**config.mk**
```make
export PLATFORM = sky130hd
export DESIGN_NAME = fsc_div
export DESIGN_NICKNAME = d
export VERILOG_FILES = /design/src/hw/rtl/fsc_div.sv
export SDC_FILE = /design/constraint.sdc
export NUM_CORES = 1
export LEC_CHECK = 0
export BUFFER_PORTS_ARGS = -buffer_cell sky130_fd_sc_hd__buf_2
export CORE_UTILIZATION = 45
export CTS_CLUSTER_DIAMETER = 40
export DETAILED_ROUTE_END_ITERATION = 8
export SYNTH_ARGS = -nofsm -noshare
export SYNTH_HDL_FRONTEND = slang
export SYNTH_SLANG_ARGS = --single-unit
```
**constraint.sdc**
```tcl
create_clock -name clk -period 6.55 [get_ports clk]
set_input_delay 0.3275 -clock clk [delete_from_list [all_inputs] [get_ports clk]]
set_output_delay 0.3275 -clock clk [all_outputs]
set_load 0.005 [all_outputs]
```
**src/hw/rtl/fsc_div.sv**
```systemverilog
// Iterative unit: restoring square root and unsigned divider, one bit a cycle.
// Depends on nothing but its parameter.
module fsc_div #(
	parameter int W = 32
) (
	input  logic           clk,
	input  logic           arst_n,
	input  logic           go,
	input  logic           sqrt_mode,
	input  logic [2*W-1:0] num,
	input  logic [2*W-1:0] den,
	output logic           done,
	output logic [2*W-1:0] res
);
	localparam int NW = 2 * W;
	localparam int CW = $clog2(NW + 1);

	logic [NW-1:0] rem_q, quo_q, num_q;
	logic [NW+1:0] acc_q;
	logic [CW-1:0] cnt_q;
	logic          busy_q, mode_q;
	logic [NW+1:0] trial, tsq;
	logic [NW+1:0] acc_n;
	logic [NW+1:0] tdiv;

	// sqrt: acc holds partial remainder; quo the root
	always_comb begin
		acc_n = {acc_q[NW-1:0], num_q[NW-1:NW-2]};
		tsq   = {quo_q, 2'b01};
		trial = acc_n - tsq;
		tdiv  = {acc_q[NW:0], num_q[NW-1]} - {2'b00, rem_q};
	end

	always_ff @(posedge clk or negedge arst_n) begin
		if (!arst_n) begin
			busy_q <= 1'b0;
			done   <= 1'b0;
			cnt_q  <= '0;
		end else begin
			done <= busy_q && (cnt_q == CW'(1));
			if (go && !busy_q) begin
				busy_q <= 1'b1;
				cnt_q  <= sqrt_mode ? CW'(NW / 2) : CW'(NW);
			end else if (busy_q) begin
				cnt_q <= cnt_q - 1'b1;
				if (cnt_q == CW'(1))
					busy_q <= 1'b0;
			end
		end
	end

	always_ff @(posedge clk) begin
		if (go && !busy_q) begin
			mode_q <= sqrt_mode;
			num_q  <= num;
			rem_q  <= den;
			quo_q  <= '0;
			acc_q  <= '0;
		end else if (busy_q) begin
			if (mode_q) begin
				num_q <= num_q << 2;
				if (!trial[NW+1]) begin
					acc_q <= trial;
					quo_q <= {quo_q[NW-2:0], 1'b1};
				end else begin
					acc_q <= acc_n;
					quo_q <= {quo_q[NW-2:0], 1'b0};
				end
			end else begin
				num_q <= num_q << 1;
				if (!tdiv[NW+1]) begin
					acc_q <= tdiv;
					quo_q <= {quo_q[NW-2:0], 1'b1};
				end else begin
					acc_q <= {acc_q[NW:0], num_q[NW-1]};
					quo_q <= {quo_q[NW-2:0], 1'b0};
				end
			end
		end
	end

	assign res = quo_q;
endmodule

```
; Word level (Yosys, flattened, before mapping)
; Index checks and enable logic that the tools add are counted.
[totals]
ramBits = 0
inputBits = 132
latchBits = 0
romBits = 0
word_cells = 31
n_memories = 0
out_inout_bits = 65
reg_bits = 267
[classes]
n_eq_ne = 1
reduce_logical = 4
n_mul = 0
mux = 15
n_lt_le_gt_ge = 0
div = 0
addsub = 3
bitwise = 0
shift = 0
[op_table]
columns = cell, count
row1 = two-way mux 65 bit, 3
row2 = two-way mux 64 bit, 3
row3 = subtractor 66 x 64 -> 66 bit, 1
row4 = subtractor 66 bit, 1
row5 = two-way mux 7 bit, 3
row6 = == test 7 x 1 -> 1 bit (second input constant), 1
row7 = subtractor 7 x 1 -> 7 bit (second input constant), 1
row8 = two-way mux 1 bit, 6
row9 = logical AND 1 bit, 2
row10 = nonzero test 2 bit, 1
row11 = logical NOT 1 bit, 1

; Depth between registers and ports, before layout
; Gate-level depths: netlist (run 1).
[logic_depth]
word_depth = 4
depth_mapped = 17
mapped_depth_nobuf = 14

; Worst setup path before layout (run 1)
; No wires, ideal clock.
[synth_timing]
path_type = input port to flip-flop
startpoint = input port go
endpoint = register mode_q (enable)
required_ns = 6.095
setup_slack_ns = 2.991
stages = 5
path_buffers = 3
arrival_ns = 3.104
setup_ns = 0.455
path_cell_list = clkbuf_1 clkinv_1 nor2_1 clkbuf_1 clkbuf_1
[synth_between]
elab_chain_len = 1
[synth_rtl]
columns = element, line_no
row1 = from (decl), 8  ; input logic go,
row2 = logical AND 1 bit, 53  ; if (go && !busy_q) begin
row3 = to (signal assigned), 54  ; mode_q <= sqrt_mode;
row4 = to (decl), 21  ; logic busy_q, mode_q;
; Every way passes these cells.
; A chain may end at the register's enable or synchronous reset.

; Final worst setup path (run 1)
[layout_timing]
startpoint = register quo_q[29] (netlist: res[29])
endpoint = register acc_q[24]
[layout_between]
elab_chain_len = 3
[layout_rtl]
columns = element, line_no
row1 = from (decl), 18  ; logic [NW-1:0] rem_q, quo_q, num_q;
row2 = from (signal assigned), 64  ; quo_q <= {quo_q[NW-2:0], 1'b1};
row3 = from (signal assigned), 67  ; quo_q <= {quo_q[NW-2:0], 1'b0};
row4 = from (signal assigned), 73  ; quo_q <= {quo_q[NW-2:0], 1'b1};
row5 = subtractor 66 bit, 30  ; trial = acc_n - tsq;
row6 = two-way mux 65 bit, 62  ; if (!trial[NW+1]) begin
row7 = two-way mux 65 bit, 60  ; if (mode_q) begin
row8 = to (signal assigned), 63  ; acc_q <= trial;
row9 = to (signal assigned), 66  ; acc_q <= acc_n;
row10 = to (signal assigned), 72  ; acc_q <= tdiv;
row11 = to (decl), 19  ; logic [NW+1:0] acc_q;
; Every way passes these cells.

==> results of run 1 <==
worst reg2reg max path, stage by stage (launching register included):
cell and delay, ps:
dfxtp_1 360, inv_1 70, ha_1 430, nand4_1 190, or4_1 590, or4_1 550
a211oi_2 240, nor4_1 90, a31o_1 260, nor2_4 830, buf_12 330, mux2i_1 260
nor2_1 50, a221o_1 270
final timing paths:
kind | to | cells past startpoint
max | acc_q[24] | 13
min | num_q[57] | 3
max reg2reg | acc_q[24] | 13
min reg2reg | res[39] | 2
max in group asynchronous | busy_q | 2
min in group asynchronous | cnt_q[3] | 2
registers in the layout, indices dropped and copies added (netlist names):
name and flops:
res 64, acc_q 65, num_q 64, busy_q 1, cnt_q 7, done 1
mode_q 1, rem_q 64
final cells by class:
class / instances / area (sq um)
multi-input cells: 1809 / 11690
well taps: 577 / 721.9
inverters: 157 / 589.3
fillers: 3898 / 18970
clock inverters: 30 / 294.0
clock buffers: 58 / 1247
flip-flops and latches: 267 / 6685
repair buffers: 313 / 2132
layout by cell type (no fill, tap or decap), drive strengths merged, types with 8 or more instances in the layout:
master / count
o21a: 9
clkinv: 12
o21ai: 253
o21bai: 22
a211oi: 19
xor2: 61
o221ai: 10
dfrtp: 9
nand2b: 18
xnor2: 64
nand2: 352
a21boi: 8
nand3: 23
edfxtp: 129
and3: 12
mux2i: 79
o211ai: 29
nand4: 37
dlygate4sd3: 99
a221oi: 12
o31ai: 78
clkbuf: 58
inv: 168
a32o: 13
dfxtp: 129
nor4: 13
and2: 12
nor2b: 10
ha: 130
a21oi: 193
a221o: 9
a22oi: 35
a31oi: 23
buf: 214
a21o: 51
nor3: 34
nor2: 117
layer usage:
metal | wire length (microns) | up-vias | part of all wire
met4 | 1305 | 0 | 0.021
li1 | - | 9122 | -
met3 | 5606 | 93 | 0.092
met5 | 0 | - | 0
met2 | 23820 | 795 | 0.39
met1 | 30180 | 8641 | 0.50
synthesized netlist by cell type (all sizes together) (5+ instances only):
| cell type | number | area, sq um |
|---|---|---|
| nor3 | 34 | 170.2 |
| nor2b | 10 | 62.56 |
| a21boi | 8 | 60.06 |
| nor2 | 117 | 441.7 |
| buf | 24 | 145.1 |
| edfxtp | 129 | 3874 |
| or3 | 7 | 43.79 |
| o211ai | 29 | 217.7 |
| and3 | 12 | 75.07 |
| a221o | 9 | 90.09 |
| a2111oi | 5 | 43.79 |
| and2 | 12 | 75.07 |
| a21oi | 193 | 965.9 |
| mux2i | 79 | 790.8 |
| nand2 | 352 | 1321 |
| clkbuf | 113 | 425.4 |
| o31ai | 78 | 590.6 |
| nand2b | 18 | 112.6 |
| xor2 | 61 | 534.3 |
| o2111ai | 5 | 43.79 |
| a221oi | 12 | 105.1 |
| o221ai | 10 | 87.58 |
| a211oi | 19 | 157.7 |
| o21a | 9 | 67.56 |
| dfxtp | 129 | 2582 |
| xnor2 | 64 | 560.5 |
| a22oi | 35 | 262.8 |
| nand4 | 37 | 244.0 |
| o21bai | 22 | 165.2 |
| and4 | 6 | 52.55 |
| nand3 | 23 | 115.1 |
| dfrtp | 9 | 225.2 |
| a41oi | 7 | 61.31 |
| a31oi | 23 | 150.1 |
| a32o | 13 | 130.1 |
| inv | 155 | 581.8 |
| nor4 | 13 | 87.58 |
| a21o | 51 | 382.9 |
| o21ai | 253 | 1266 |
| ha | 130 | 1627 |
| a211o | 5 | 43.79 |
through the flow:
| stage | setup slack, ps | instances | instance area [sq um] | util |
|---|---|---|---|---|
| after floorplan | 2991 | 2370 | 19480 | - |
| after global placement | 2055 | 3024 | 20820 | 0.4920 |
| after detailed placement | 1979 | 3024 | 20820 | 0.4920 |
| after CTS | 1955 | 3211 | 23360 | 0.5519 |
| after global routing | 1648 | 3211 | 23360 | 0.5519 |
| final | 1909 | 3211 | 23360 | 0.5519 |
cell families after synthesis:
family                   Yosys count
AO/OA/AOI/OAI                    815
XOR/XNOR                         125
adder cells (fa/ha/maj)          131
buffers and inverters            294
flip-flops                       267
multiplexers                      80
AND/OR/NAND/NOR                  658
what timing repair did:
action                                  CTS  global route
endpoints found under the setup margin    0             0
hold buffers                             99             0
buffers inserted                          0             0
hold endpoints to repair                107             0
==> results.txt, run 1 <==
status: completed
TNS Setup: 0 ps
Final Hold Fails: 0
register-to-register setup slack: 1910 ps
layout cells sized above 1: 0.1211
CTS Buf Count: 47
cell repeated most along the worst path: or4_1
post-synthesis net count: 2,633
simple-gate share of the synthesized area: 0.1507
post-synthesis async set-or-reset flop share: 0.03371
worst endpoint data arrival time: 5120 ps
clk sink count: 267
TritonCTS clock tree: done
initial DRC count: 1,614
critical path required time: 7020 ps
Worst setup SP type: register
post-CTS sizing: 0
prevailing post-synth register cell: edfxtp_1
core area: 42,320 sq um
Synth Area in Compound Gates: 0.2649
worst hold slack: 23.81 ps
starting density of the core: 0.4603
antenna diode count: 0
Critical Path End Type: register
DIE AREA: 44,130 sq um
initial antenna violation count: 0
area delta synth->final: 19.89%
max_cap viols: 0
Root Driver: clkbuf_16
fin crit period: 4641 ps
first-pass GRT wire length: 95,660 microns
worst hold path class: in2reg
number of global-route vias before repair: 17.40k
WL/cell: 18.97 microns
crit path buf inv count: 2
RSZ-0062 raised after global routing: false
grt ovf: 0
max-slew violation count: 0
largest net degree at the start of global routing: 193
Rows: 75
Synth Instances: 2,370
Global Route met2 Usage: 0.3758
clock latency on the worst-skew pair: 600 ps
worst rel slew slack: 0.2544
grt met1 use: 0.4272
Worst Skew: 18.68 ps
worst-margin pin slew: 1116 ps
crit-path max cell delay: 830 ps
total routed wirelength: 60,910 microns
post-synthesis xor/xnor area fraction: 0.05620
Setup crit start: res[29]
fmax: 215.5 MHz
setup violators final: 0
grt peak-use layer: met1
Port-buffer cells: 196
Final HPWL DP: 45,630 microns
Tot GR Track Use: 0.2732
sequential-to-total area share from yosys stat: 0.3430
critical hold path startpoint: num[57]
die height: 210.1 microns
main combinational cell family by area after synthesis: compound AO/OA/AOI/OAI gates
Synthesis Warnings: 0
# nets final: 2,858
Crit-path slowest cell: nor2_4
H-Tree Depth: 2
mux cell area share after synthesis: 0.04117
EDFF count, synth: 129
Yosys reg bits: 267
Placer Congestion: 0.9793
syn avg cell area: 8.220 sq um
die width: 210.1 microns
Routed Antenna Nets: 0
# IOs: 197
WS Path Type: reg2reg
Post-Synthesis Cell Area: 19,480 sq um
drt drc: 0
CP delay by family, top: simple AND/OR/NAND/NOR gates
Clock transition at path regs: 50 ps
worst r2r src: res[29]
crit-path cells: inv_1, ha_1, nand4_1, or4_1, or4_1, a211oi_2, nor4_1, a31o_1, nor2_4, buf_12, mux2i_1, nor2_1, a221o_1
largest buffer count on any clock path: 3
Detailed Routing Iterations Pass 1: 6
vias per std cell: 5.808
final period utilization: 0.7086
CP Max Fanout: 57
Synth Area in Adders: 0.08452
M3 GR Usage: 0.05483
Unique masters post-synth: 79
Vias: 18.65k
Power of run 1 is not shown: default switching activity piles up to over one toggle a cycle in this logic, so the estimate is an artifact.
==> inputs of run 2 (changes only) <==
clock period = 4.9 ns   (was 6.55 ns; I/O delays follow)
==> results.txt, run 2 (same netlist as run 1, synthesis figures left out) <==
status: completed
initial antenna violation count: 1
worst hold slack: 48.67 ps
Final Hold Fails: 0
crit-path cells: inv_1, ha_1, nand4_1, or4_1, or4_1, a211oi_2, nor4_1, a31o_1, nor2_4, buf_4, o21ai_0, a22oi_1, o21ai_0
area delta synth->final: 22.85%
Detailed Routing Iterations Pass 1: 5
max reg flops: 65
most frequent cells in the layout: 352 x nand2_1, 249 x o21ai_0, 196 x buf_2, 193 x a21oi_1, 154 x inv_1
drt drc: 0
Placer Congestion: 0.9550
clk sink count: 267
fmax: 224.7 MHz
Rows: 75
TNS Setup: 0 ps
largest buffer count on any clock path: 3
CTS Buf Count: 47
largest net degree at the start of global routing: 156
DIE AREA: 44,130 sq um
Crit-path slowest cell: nor2_4
die width: 210.1 microns
Routed Antenna Nets: 0
WL/cell: 19.29 microns
setup violators final: 0
grt ovf: 0
Root Driver: clkbuf_16
total routed wirelength: 62,820 microns
worst hold path class: in2async
final worst setup slack: 449.1 ps
vias per std cell: 5.802
critical path required time: 5340 ps
clock latency on the worst-skew pair: 580 ps
max-slew violation count: 0
core area: 42,320 sq um
first-pass GRT wire length: 97,370 microns
Port-buffer cells: 196
Clock transition at path regs: 50 ps
worst-margin pin slew: 857.2 ps
Critical Path End Type: register
TritonCTS clock tree: done
initial DRC count: 1,514
most common cell after layout, fill and taps aside: nand2_1
final period utilization: 0.9083
Largest Register: acc_q
Tot GR Track Use: 0.2791
# nets final: 2,906
worst slack, placed: 521.9 ps
starting density of the core: 0.4603
RSZ-0062 raised after global routing: false
worst endpoint data arrival time: 4890 ps
die height: 210.1 microns
crit-path max cell delay: 650 ps
fin crit period: 4451 ps
Worst setup SP type: register
number of global-route vias before repair: 17.68k
# IOs: 197
WS Path Type: reg2reg
Hold-fix buffers, CTS: 129
Worst Skew: 23.97 ps
H-Tree Depth: 2
CP Max Fanout: 32
Vias: 18.89k
max_cap viols: 0
postcts setup bufs: 0
worst rel slew slack: 0.4286
post-CTS sizing: 0
layout cells sized above 1: 0.1266
utilization after layout: 0.5655
Final HPWL DP: 46,550 microns
## run 2: cell types whose count changed in the layout (fill, tap and decap cells not counted)
cell	previous run	this run
clkinv_2	6	8
bufinv_16	2	9
clkinv_1	4	3
clkbuf_16	47	48
inv_16	2	0
clkbuf_1	8	3
buf_4	16	34
clkinvlp_4	5	4
clkinv_8	0	1
diode_2	0	1
inv_6	9	4
dlygate4sd3_1	99	129
clkinv_4	2	1
## run 2: worst paths after layout
path	end	slack (ps)	startpoint	cells after the start
max in group asynchronous	busy_q	4650	arst_n	2
worst max-delay path	acc_q[14]	450	res[28]	13
min in group clk	num_q[63]	110	num[63]	3
worst min register to register	res[22]	470	res[21]	2
worst min-delay path	cnt_q[1]	50	arst_n	2
worst max register to register	acc_q[14]	450	res[28]	13
## run 2: cell type report
cell class	count	area [sq um]
antenna	1	2.502
multi-input combinational	1809	11690
clock inverter	30	426.7
timing repair buffer	361	2567
clock buffer	54	1254
tap	577	721.9
fill	3826	18390
inverter	157	589.3
sequential	267	6685
## run 2: metal layers
| layer | up-vias | GRT usage | wire (microns) |
|---|---|---|---|
| li1 | 9221 | - | - |
| met4 | 0 | 0.07576 | 1219 |
| met3 | 81 | 0.04604 | 5288 |
| met2 | 761 | 0.3934 | 25160 |
| met1 | 8828 | 0.4326 | 31160 |
| met5 | - | 0 | 0 |
## run 2: stage by stage
stage | instances | instance area (sq um)
3_3_place_gp | 3042 | 20960
3_5_place_dp | 3042 | 20960
6_report | 3256 | 23930
4_1_cts | 3255 | 23930
5_1_grt | 3256 | 23930
2_1_floorplan | 2370 | 19480
## run 2: worst max-delay path, delay by kind of cell, from the launching register on
family                   cells  cell delay [ps]
AND/OR/NAND/NOR              5             2070
adder cells (fa/ha/maj)      1              430
buffers and inverters        2              450
AO/OA/AOI/OAI                5              990
flip-flops                   1              350
Power of run 2 is left out for the same reason.
