**src/hw/rtl/fsc_ram.sv**
```systemverilog
// Generic single-port-write, registered-read RAM.
// No dependencies.
module fsc_ram #(
	parameter int WIDTH = 32,
	parameter int DEPTH = 16
) (
	input  logic                     clk,
	input  logic                     we,
	input  logic [$clog2(DEPTH)-1:0] waddr,
	input  logic [WIDTH-1:0]         wdata,
	input  logic [$clog2(DEPTH)-1:0] raddr,
	output logic [WIDTH-1:0]         rdata
);
	logic [WIDTH-1:0] mem [DEPTH];

	always_ff @(posedge clk) begin
		if (we)
			mem[waddr] <= wdata;
		rdata <= mem[raddr];
	end
endmodule

```
**config.mk**
```make
export PLATFORM = sky130hd
export DESIGN_NAME = fsc_ram
export DESIGN_NICKNAME = d
export VERILOG_FILES = /design/src/hw/rtl/fsc_ram.sv
export SDC_FILE = /design/constraint.sdc
export NUM_CORES = 1
export LEC_CHECK = 0
export ABC_AREA = 1
export BUFFER_PORTS_ARGS = -buffer_cell sky130_fd_sc_hd__buf_4
export CAP_MARGIN = 20
export CORE_MARGIN = 4
export CORE_UTILIZATION = 50
export CTS_BUF_LIST = sky130_fd_sc_hd__clkbuf_8
export DETAILED_ROUTE_END_ITERATION = 6
export PLACE_DENSITY_LB_ADDON = 0.12
export SLEW_MARGIN = 20
export SYNTH_ARGS = -nofsm -noshare
export SYNTH_HDL_FRONTEND = slang
export SYNTH_SLANG_ARGS = --single-unit
export TNS_END_PERCENT = 1
```
**constraint.sdc**
```tcl
create_clock -name clk -period 3 [get_ports clk]
set_input_delay 0.6 -clock clk [delete_from_list [all_inputs] [get_ports clk]]
set_output_delay 0.6 -clock clk [all_outputs]
set_load 0.02 [all_outputs]
```
; After elaboration in Yosys (flattened, before gate mapping)
; Memory sizes are Yosys's and may differ from the RTL's. A register that Yosys moved wholly into a read port is not among the register bits.
; Cells that the tools add are included.
[totals]
ff_bits = 0
latchBits = 0
ram_bits = 512
romBits = 0
in_bits = 42
wordCells = 3
mem_count = 1
[memory_table]
columns = name, words, word_bits, rd, rd_ports_with_merged_regs, write_ports, line
row1 = mem, 16, 32, 1, 1, 1, 14  ; logic [WIDTH-1:0] mem [DEPTH];
[op_classes]
n_addsub = 0
n_mul = 0
div = 0
n_lt_le_gt_ge = 0
eq_ne = 0
shifts = 0
n_mux = 2
n_bitwise = 0
n_reduce_logical = 0
[ops]
columns = op, n
row1 = $mux 1, 2

; Logic depth before layout (Yosys ltp)
; Gate-level depths: netlist (run 1).
[logic_depth]
word_depth = 2
depth_mapped = 10

; Worst setup path after synthesis (run 1)
; OpenSTA, ideal clock, no wires.
[synth_path]
kind = input to register
from = input waddr[2]
to = memory mem[10][0] (enable)
setup_time_ns = 0.421
t_arrival_ns = 2.172
setup_slack_ns = 0.407
cell_stages = 2
n_path_buf = 0
cell_sequence = nand3b_1 -> nor2_1
[synth_rtl]
columns = item, line
row1 = "start, declared", 9  ; input logic [$clog2(DEPTH)-1:0] waddr,
row2 = "end, declared", 14
; Straight into the memory's write port.

; Final worst setup path (run 1)
[layout_path]
from = register rdata[10] (read register of mem)
to = output rdata[10]
[layout_rtl]
columns = item, line
row1 = "start, declared", 12  ; output logic [WIDTH-1:0] rdata
; No word-level cell between the ends.

==> out/results.txt, run 1 <==
The analysis attributes to cell leakage a power of 11.1 nW. For the count of boundary I/O pins, the log shows 74. For this run, the top clock speed supported by timing is 0.530 GHz. The endpoint class of the critical path is a primary output. After clock tree synthesis, the repair step resized 0 gates.

Final number of max-transition violations: 0. Across the run, the number of max-cap violations was 0. The tools report the number of failing hold endpoints at the final stage as 0. The total area inside the core boundary comes to 44,600 um2. The diode insertion count for antenna repair was 0. In the layout the commonest cells are sky130_fd_sc_hd__nand2_1 (677), sky130_fd_sc_hd__edfxtp_1 (512), sky130_fd_sc_hd__inv_1 (426), sky130_fd_sc_hd__nand3_1 (385), sky130_fd_sc_hd__buf_4 (107). Startpoint type of the worst setup path: a flip-flop.

Clock latency on the worst-skew pair, taken at its later pin, is 0.65 ns. The wire length of the first global-routing pass was 81,300 um. In this run the worst hold path is classified as in -> reg. For the routed wire length, the log shows 52,200 um.

The initial antenna violation count came out at 0. STA puts the critical path data required time at 2.40 ns. The sequential cell area fraction in the yosys report was 0.705; the fraction of final layout cells sized beyond drive strength 1 was 0.107. Dividing the detail-routed via count by the number of cells gives 5.05. Hold is met by 0.245 ns. The transition time at the pin with the least slew margin was 0.842 ns.

Highest net fanout along the worst path: 1. Clock tree synthesis inserted a total of 89 buffers. The arrival time of data at the critical path endpoint is 1.29 ns.

The initial core utilization was 0.510. Compared with the post-synthesis result, the final layout area differs by 12.6%. The post-synth net total is 2,162, and the post-synthesis area per instance is 10.7 um2.

TritonCTS built the clock tree. The HPWL after detailed placement is 27,200 um. The global router's overall resource usage was 0.212; the die outline height was 221 um. The tools report the number of DRC markers in iteration 0 as 1,075. In the routed design, unresolved DRC markers number 0. The tools report the cell area after synthesis as 22,700 um2. After global routing the overflow that remains totals 0. The final design utilization was 0.574; the number of detailed-routing iterations run before antenna repair was 7. Row generation in the floorplan step produced 77 rows.

IR analysis of the VDD net gives a maximum drop of 274 uV. The critical path buffer and inverter count is 1. The final routed wire length divided by cell count was 18.1 um; the final design area excluding fillers was 25,600 um2. Power density of the placed cells: 604 nW/um2. The run gives 3 as the number of H-tree levels. Setup total negative slack on the finished layout was measured at 0 ns. The proportion of synthesized flip-flops having asynchronous set or reset came out at 0.

After the last flow step, the layout net total stands at 2,269. The maximum number of pins on one net before global-route repair is 129. For this run, the slowest stage of the critical path takes 0.44 ns. Yosys printed 0 warnings.

The run finished with clean final reports. The tools report the hold-fix buffer count after cts as 0. The global placement routability congestion is 0.750, and the final cycle utilization of the critical path is 0.629. On the critical path, the stage with the largest delay is an instance of sky130_fd_sc_hd__dfxtp_1. After layout, the minimum clock period comes to 1.89 ns. The clock tree buffer depth is 3, and the horizontal die dimension is 221 um. CTS clock-pin slew for the worst setup and hold paths: 0.06 ns. The run gives 0 as the final setup violation count. In this run, synthesis produced a sequential element count of 544. The distinct cell type count after synthesis came out at 15. The critical path is of the reg -> out type.

The run gives 48,900 um2 as the die area. Among cell families on the critical path, the largest total delay comes from flip-flops. For this block, the via count after detailed routing is 14,600.

In this run the cell area measured after placement is 24,000 um2. Setup repair after global routing left no endpoint under its margin. In this run the post-CTS setup repair buffer count came out at 0. The clock arrives with 0.0223 ns of skew. The main flop type after synthesis was sky130_fd_sc_hd__edfxtp_1.

In this run, synthesis inferred 512 flip-flops with an integrated enable. The headroom to the max-slew limit was 0.438; the post-synthesis cell count was 2,120. The count of nets left with antenna violations once routing finished came out at 0. The tools report the total number of clock tree sinks as 544. The tools report the cell at the root of the clock tree as sky130_fd_sc_hd__clkbuf_8. The via count of the first global-routing pass came out at 14,600. Leaving out fill and tap cells, the most frequent cell in the layout is sky130_fd_sc_hd__nand2_1.

The signal on the critical path passes through buf_4. The number of port buffers works out to 73.
## worst paths after layout
check | end | startpoint | slack [ns] | cells past startpoint
max | rdata[10] | rdata[10] | 1.11 | 1
min | mem[13][2] | wdata[2] | 0.24 | 1
max reg2reg | rdata[12] | mem[13][12] | 1.93 | 6
min reg2reg | rdata[29] | mem[10][29] | 0.65 | 6
## per-layer routing
layer	track usage	wire length [um]	vias up
met5	0	0	-
met1	0.287	23200	6983
met3	0.0394	3180	82
met2	0.348	24800	469
li1	-	-	7073
met4	0.0719	1040	0
## power by group
group / leakage (nW) / internal (W) / switching [W]
clock: 0.973 / 0.00301 / 0.00283
sequential: 4.90 / 0.00850 / 0.0000496
combinational: 5.22 / 0.000330 / 0.000744
## per-stage QoR
step	std cells	setup slack (ns)	total power [W]
floorplan	2120	0.407	0.00934
global placement	2728	0.817	0.00977
finish	2890	1.11	0.0155
CTS	2890	1.10	0.0156
detailed placement	2728	0.781	0.00979
global route	2890	1.10	0.0161
## cell families after synthesis
group | share of synthesized area
buf+inv | 0.0954
flops | 0.705
simple gates | 0.200
## cells in the mapped netlist (2+ instances only)
library cell                 n  area, um2
sky130_fd_sc_hd__clkbuf_1   14       52.6
sky130_fd_sc_hd__nor2_1     17       63.8
sky130_fd_sc_hd__buf_4       6       45.0
sky130_fd_sc_hd__nand3b_1    2       15.0
sky130_fd_sc_hd__dfxtp_1    32        641
sky130_fd_sc_hd__nand3_1   385       1930
sky130_fd_sc_hd__buf_2      41        205
sky130_fd_sc_hd__buf_1      14       52.6
sky130_fd_sc_hd__inv_1     388       1460
sky130_fd_sc_hd__nand2_1   677       2540
sky130_fd_sc_hd__edfxtp_1  512      15400
sky130_fd_sc_hd__buf_6      29        327
## layout make-up
type	count	area, um2
inverters	390	1470
fillers	3722	19000
clock buffers	95	1310
well taps	592	741
repair buffers	121	1080
flip-flops and latches	544	16000
clock inverters	67	308
multi-input cells	1081	4670
## registers in the layout, indices dropped and copies added (netlist names)
name / flops
mem: 512
rdata: 32
No activity file was read; power rests on OpenSTA's default activity.
==> run 2, diff against run 1 <==
--- a/config.mk
+++ b/config.mk
@@ -5,7 +5,7 @@
 export SDC_FILE = /design/constraint.sdc
 export NUM_CORES = 1
 export LEC_CHECK = 0
-export ABC_AREA = 1
+export ABC_AREA = 0
 export BUFFER_PORTS_ARGS = -buffer_cell sky130_fd_sc_hd__buf_4
 export CAP_MARGIN = 20
 export CORE_MARGIN = 4
==> constraint.sdc (replaced) <==
create_clock -name clk -period 1.5 [get_ports clk]
set_input_delay 0.3 -clock clk [delete_from_list [all_inputs] [get_ports clk]]
set_output_delay 0.3 -clock clk [all_outputs]
set_load 0.02 [all_outputs]
==> run 2 against run 1 <==
  * Clock power grew 110%
  * Via count is 34% lower
  * Wire length shrank 15%
  * Hold slack lost 0.0092 ns
  * Die area down 12%
  * Synthesized area down 13%
  * Global-route usage fell by 0.36 points
  * Clock-buffer cell count is 7 lower
==> out/results.txt, run 2 <==
The run finished with clean final reports. The signal on the critical path passes through buf_4. Counting distinct cell types in the post-synthesis netlist gives 18.

For the area of the multi-input gates, the log shows 3780 um2. The power density of the placed cells is 1290 nW/um2. TritonCTS built the clock tree. The post-synthesis register bit count is 544, and the non-filler instance count after layout is 1,654.

At the later pin of the worst-skew pair, clock insertion delay measures 0.62 ns. The final layout net count is 1,111. The launch instance of the worst min-delay path is raddr[1]. The final cycle utilization of the critical path is 0.951. The terminating pin of the worst hold path is rdata[16]. The proportion of synthesized flip-flops having asynchronous set or reset was 0; the highest net fanout along the worst path was 1. Pin placement for this block handled 74 I/O pins. The final routed wire length divided by cell count is 26.7 um. In this run the critical register-to-register path is launched from mem[3][27]. The final number of max-transition violations came out at 0.

The finished cells cover 24,100 um2. Among all cell types in the netlist, the one instantiated most often is sky130_fd_sc_hd__edfxtp_1. The flip-flop count of the largest register after layout was 512. The largest single stage delay on the critical path is 0.36 ns. Clock-pin slew was measured on the worst setup and hold paths at 0.07 ns.

The part of the power in registers came out at 0.551. The run gives 8.04 nW as the leakage dissipation. The startpoint type of the worst setup path is a flip-flop.

The filler cells instantiated in the layout total 2,750. Worst-path cell with the longest stage delay: sky130_fd_sc_hd__dfxtp_2. The run gives 66,000 um as the wire length of the first global-routing pass. The fraction of final layout cells sized beyond drive strength 1 works out to 0.371. In the final layout, flip-flops and latches occupy 16,000 um2.

The tool flagged a number of max-cap violations equal to 0. The critical path is of the reg -> out type. Grouping stages by cell kind, the critical path spends the most delay in flip-flops. For this run, the detailed router's first-pass iteration total came to 6. The worst register-to-register path ends at rdata[27].

Die outline height: 207 um. Transition time at the pin with the least slew margin: 0.818 ns. The tools report the sequential cell area fraction in the yosys report as 0.807. Subtracting the final worst setup slack from the clock period gives 1.43 ns.

The tools report the number of synthesis warnings as 0. The detailed router finished its first iteration with 844 violations. The initial core utilization is 0.510, and the number of failing hold endpoints at the final stage is 0. The post-synthesis area per instance is 23.7 um2, and the depth of the worst hold-timing path is 4. Using the TritonRoute via totals, the vias-per-cell ratio works out to 5.79. The tree is rooted in a sky130_fd_sc_hd__clkbuf_8. For this run the aggregate overflow at the end of global routing stands at 0. By area the synthesized netlist is led by sky130_fd_sc_hd__edfxtp_1 (77%), sky130_fd_sc_hd__mux4_2 (15%), sky130_fd_sc_hd__dfxtp_1 (3.2%).

Data on the critical path arrives at its endpoint at 1.13 ns. The synthesized design contains 512 enable-type register cells. In this run the number of H-tree levels came out at 3.

TritonCTS created 83 clock buffers. Derived from the worst setup path, the maximum achievable clock frequency is 0.701 GHz. In this run the worst hold path is classified as in -> reg. The run gives 838 as the post-synthesis cell count.

The worst-case IR drop observed on VDD is 957 uV. Leaving out fill and tap cells, the most frequent cells in the layout are sky130_fd_sc_hd__edfxtp_1 (512), sky130_fd_sc_hd__mux4_2 (128), sky130_fd_sc_hd__buf_4 (113), sky130_fd_sc_hd__clkbuf_8 (89), sky130_fd_sc_hd__a22oi_1 (64). The run gives 0.453 as the headroom to the max-slew limit. Summing over every cut layer, the via total after detailed routing is 9,576. Number of placement rows: 72. At the end of routability-driven placement, the weighted congestion stood at 0.742.

The switching share of power is 0.214, and the total power is 0.0310 W. Most frequent standard cell in the layout excluding fill and tap cells: sky130_fd_sc_hd__edfxtp_1. The floorplan step defined a die boundary enclosing 43,000 um2.

Ranked by flip-flop count, first place goes to mem. sky130_fd_sc_hd__edfxtp_1 takes more of the synthesized area than any other cell. The logs give 3 for the clock tree buffer depth and 0.063 for the share of power burned in combinational logic.

The run gives 38,900 um2 as the area of the core region. The logs give 22,200 um2 for the placed instance area and 0 for the DRC violation count after routing. The area fraction of the dominant cell type after synthesis works out to 0.774.

After synthesis, the most frequently instantiated cells are sky130_fd_sc_hd__edfxtp_1 (512), sky130_fd_sc_hd__mux4_2 (128), sky130_fd_sc_hd__a22oi_1 (64), sky130_fd_sc_hd__nand2_1 (33), sky130_fd_sc_hd__dfxtp_1 (32). At the worst endpoint, the required time is 1.20 ns. The main flop type after synthesis is sky130_fd_sc_hd__edfxtp_1. CTS saw 544 sinks. The placed wire-length estimate after detailed placement is 24,900 um. The logs give 0 for the count of antenna-violating nets left after detailed routing and 10,400 for the via count of the first global-routing pass. The worst register-to-register path has a depth of 3. The number of port buffers was 73. Setup violations remaining at the end of the flow were counted as 0. In this run, placement finished with an instance count of 1,470. In the final layout, the registers with the most flip-flops are mem: 512 flops, rdata: 32 flops.

The analysis attributes to net switching a power of 0.00665 W. On the final layout, the worst clock skew is 0.0149 ns. STA classifies the critical path endpoint as a primary output. The run gives 0 as the diode insertion count for antenna repair. The power share of the clock group was 0.386; the cell area after synthesis was 19,900 um2.

The critical path buffer and inverter count came out at 1. When the netlist entered floorplanning its net count stood at 880. Setup repair after global routing left no endpoint under its margin. The internal power component is 0.0244 W, and the area added between synthesis and finish is 21.5%. The global router's overall resource usage was 0.208. The maximum number of pins on one net before global-route repair is 44, and the setup slack of the worst register-to-register path is 0.13 ns.

The tools report the routed wire length as 44,200 um. The horizontal die dimension was 207 um. The initial antenna violation count is 0.
run 2: layout make-up:
cell class,count,area share
flip-flops and latches,544,0.664
multi-input cells,251,0.157
repair buffers,189,0.0847
clock buffers,88,0.0502
well taps,518,0.0269
clock inverters,64,0.0177
run 2: power by group through the flow:
stage                     Sequential (W)  Clock [W]  Combinational (W)
after CTS                         0.0171     0.0123            0.00199
after floorplan                   0.0175          0           0.000830
final                             0.0171     0.0120            0.00197
after detailed placement          0.0174          0            0.00192
after global routing              0.0171     0.0130            0.00210
after global placement            0.0174          0            0.00188
run 2: stage by stage:
step                       util  setup TNS, ns  hold slack [ns]  setup WS (ns)
after floorplan               -        -165.03            0.399         -0.509
after global placement    0.569         -60.26            0.584         -0.275
after detailed placement  0.569         -64.45            0.594         -0.287
after CTS                 0.620              0            0.191         0.0252
after global routing      0.620              0            0.227         0.0121
final                     0.620              0            0.236         0.0728
run 2: worst max-delay path by stage:
stage / from / endpoint / slack, ns / cells after the start
6_report: rdata[31] / rdata[31] / 0.07 / 1
5_1_grt: rdata[6] / rdata[6] / 0.01 / 1
4_1_cts: rdata[31] / rdata[31] / 0.03 / 1
3_5_place_dp: raddr[0] / rdata[26] / -0.29 / 6
3_3_place_gp: raddr[0] / rdata[28] / -0.27 / 6
2_1_floorplan: waddr[2] / mem[0][0] / -0.51 / 2
run 2: worst min-delay path: stages:
cell and delay (ns):
sky130_fd_sc_hd__buf_4 0.16, sky130_fd_sc_hd__mux4_2 0.20, sky130_fd_sc_hd__a22oi_1 0.08, sky130_fd_sc_hd__nand2_1 0.07
run 2: routing by layer:
| layer | track usage | up-vias | part of all wire | routed length, um |
|---|---|---|---|---|
| met5 | 0 | - | 0 | 0 |
| met1 | 0.297 | 5058 | 0.41 | 18300 |
| met4 | 0.0645 | 0 | 0.022 | 962 |
| li1 | - | 4050 | - | - |
| met3 | 0.0405 | 78 | 0.069 | 3030 |
| met2 | 0.332 | 390 | 0.49 | 21800 |
run 2: cell families (layout without fill, tap and decap cells):
| family | after synthesis | after routing | share of synthesized area |
|---|---|---|---|
| AOI/OAI and AO/OA | 64 | 64 | 0.0242 |
| buffers and inverters | 43 | 341 | 0.0112 |
| DFF | 544 | 544 | 0.807 |
| muxes | 128 | 128 | 0.145 |
| and+or+nand+nor | 59 | 59 | 0.0127 |
run 2: timing repair:
action | CTS | global route
resized for setup | 3 | 0
setup endpoints to repair | 3 | 0
endpoints found under the hold margin | 506 | 0
hold buffers | 32 | 0
setup buffers | 0 | 0
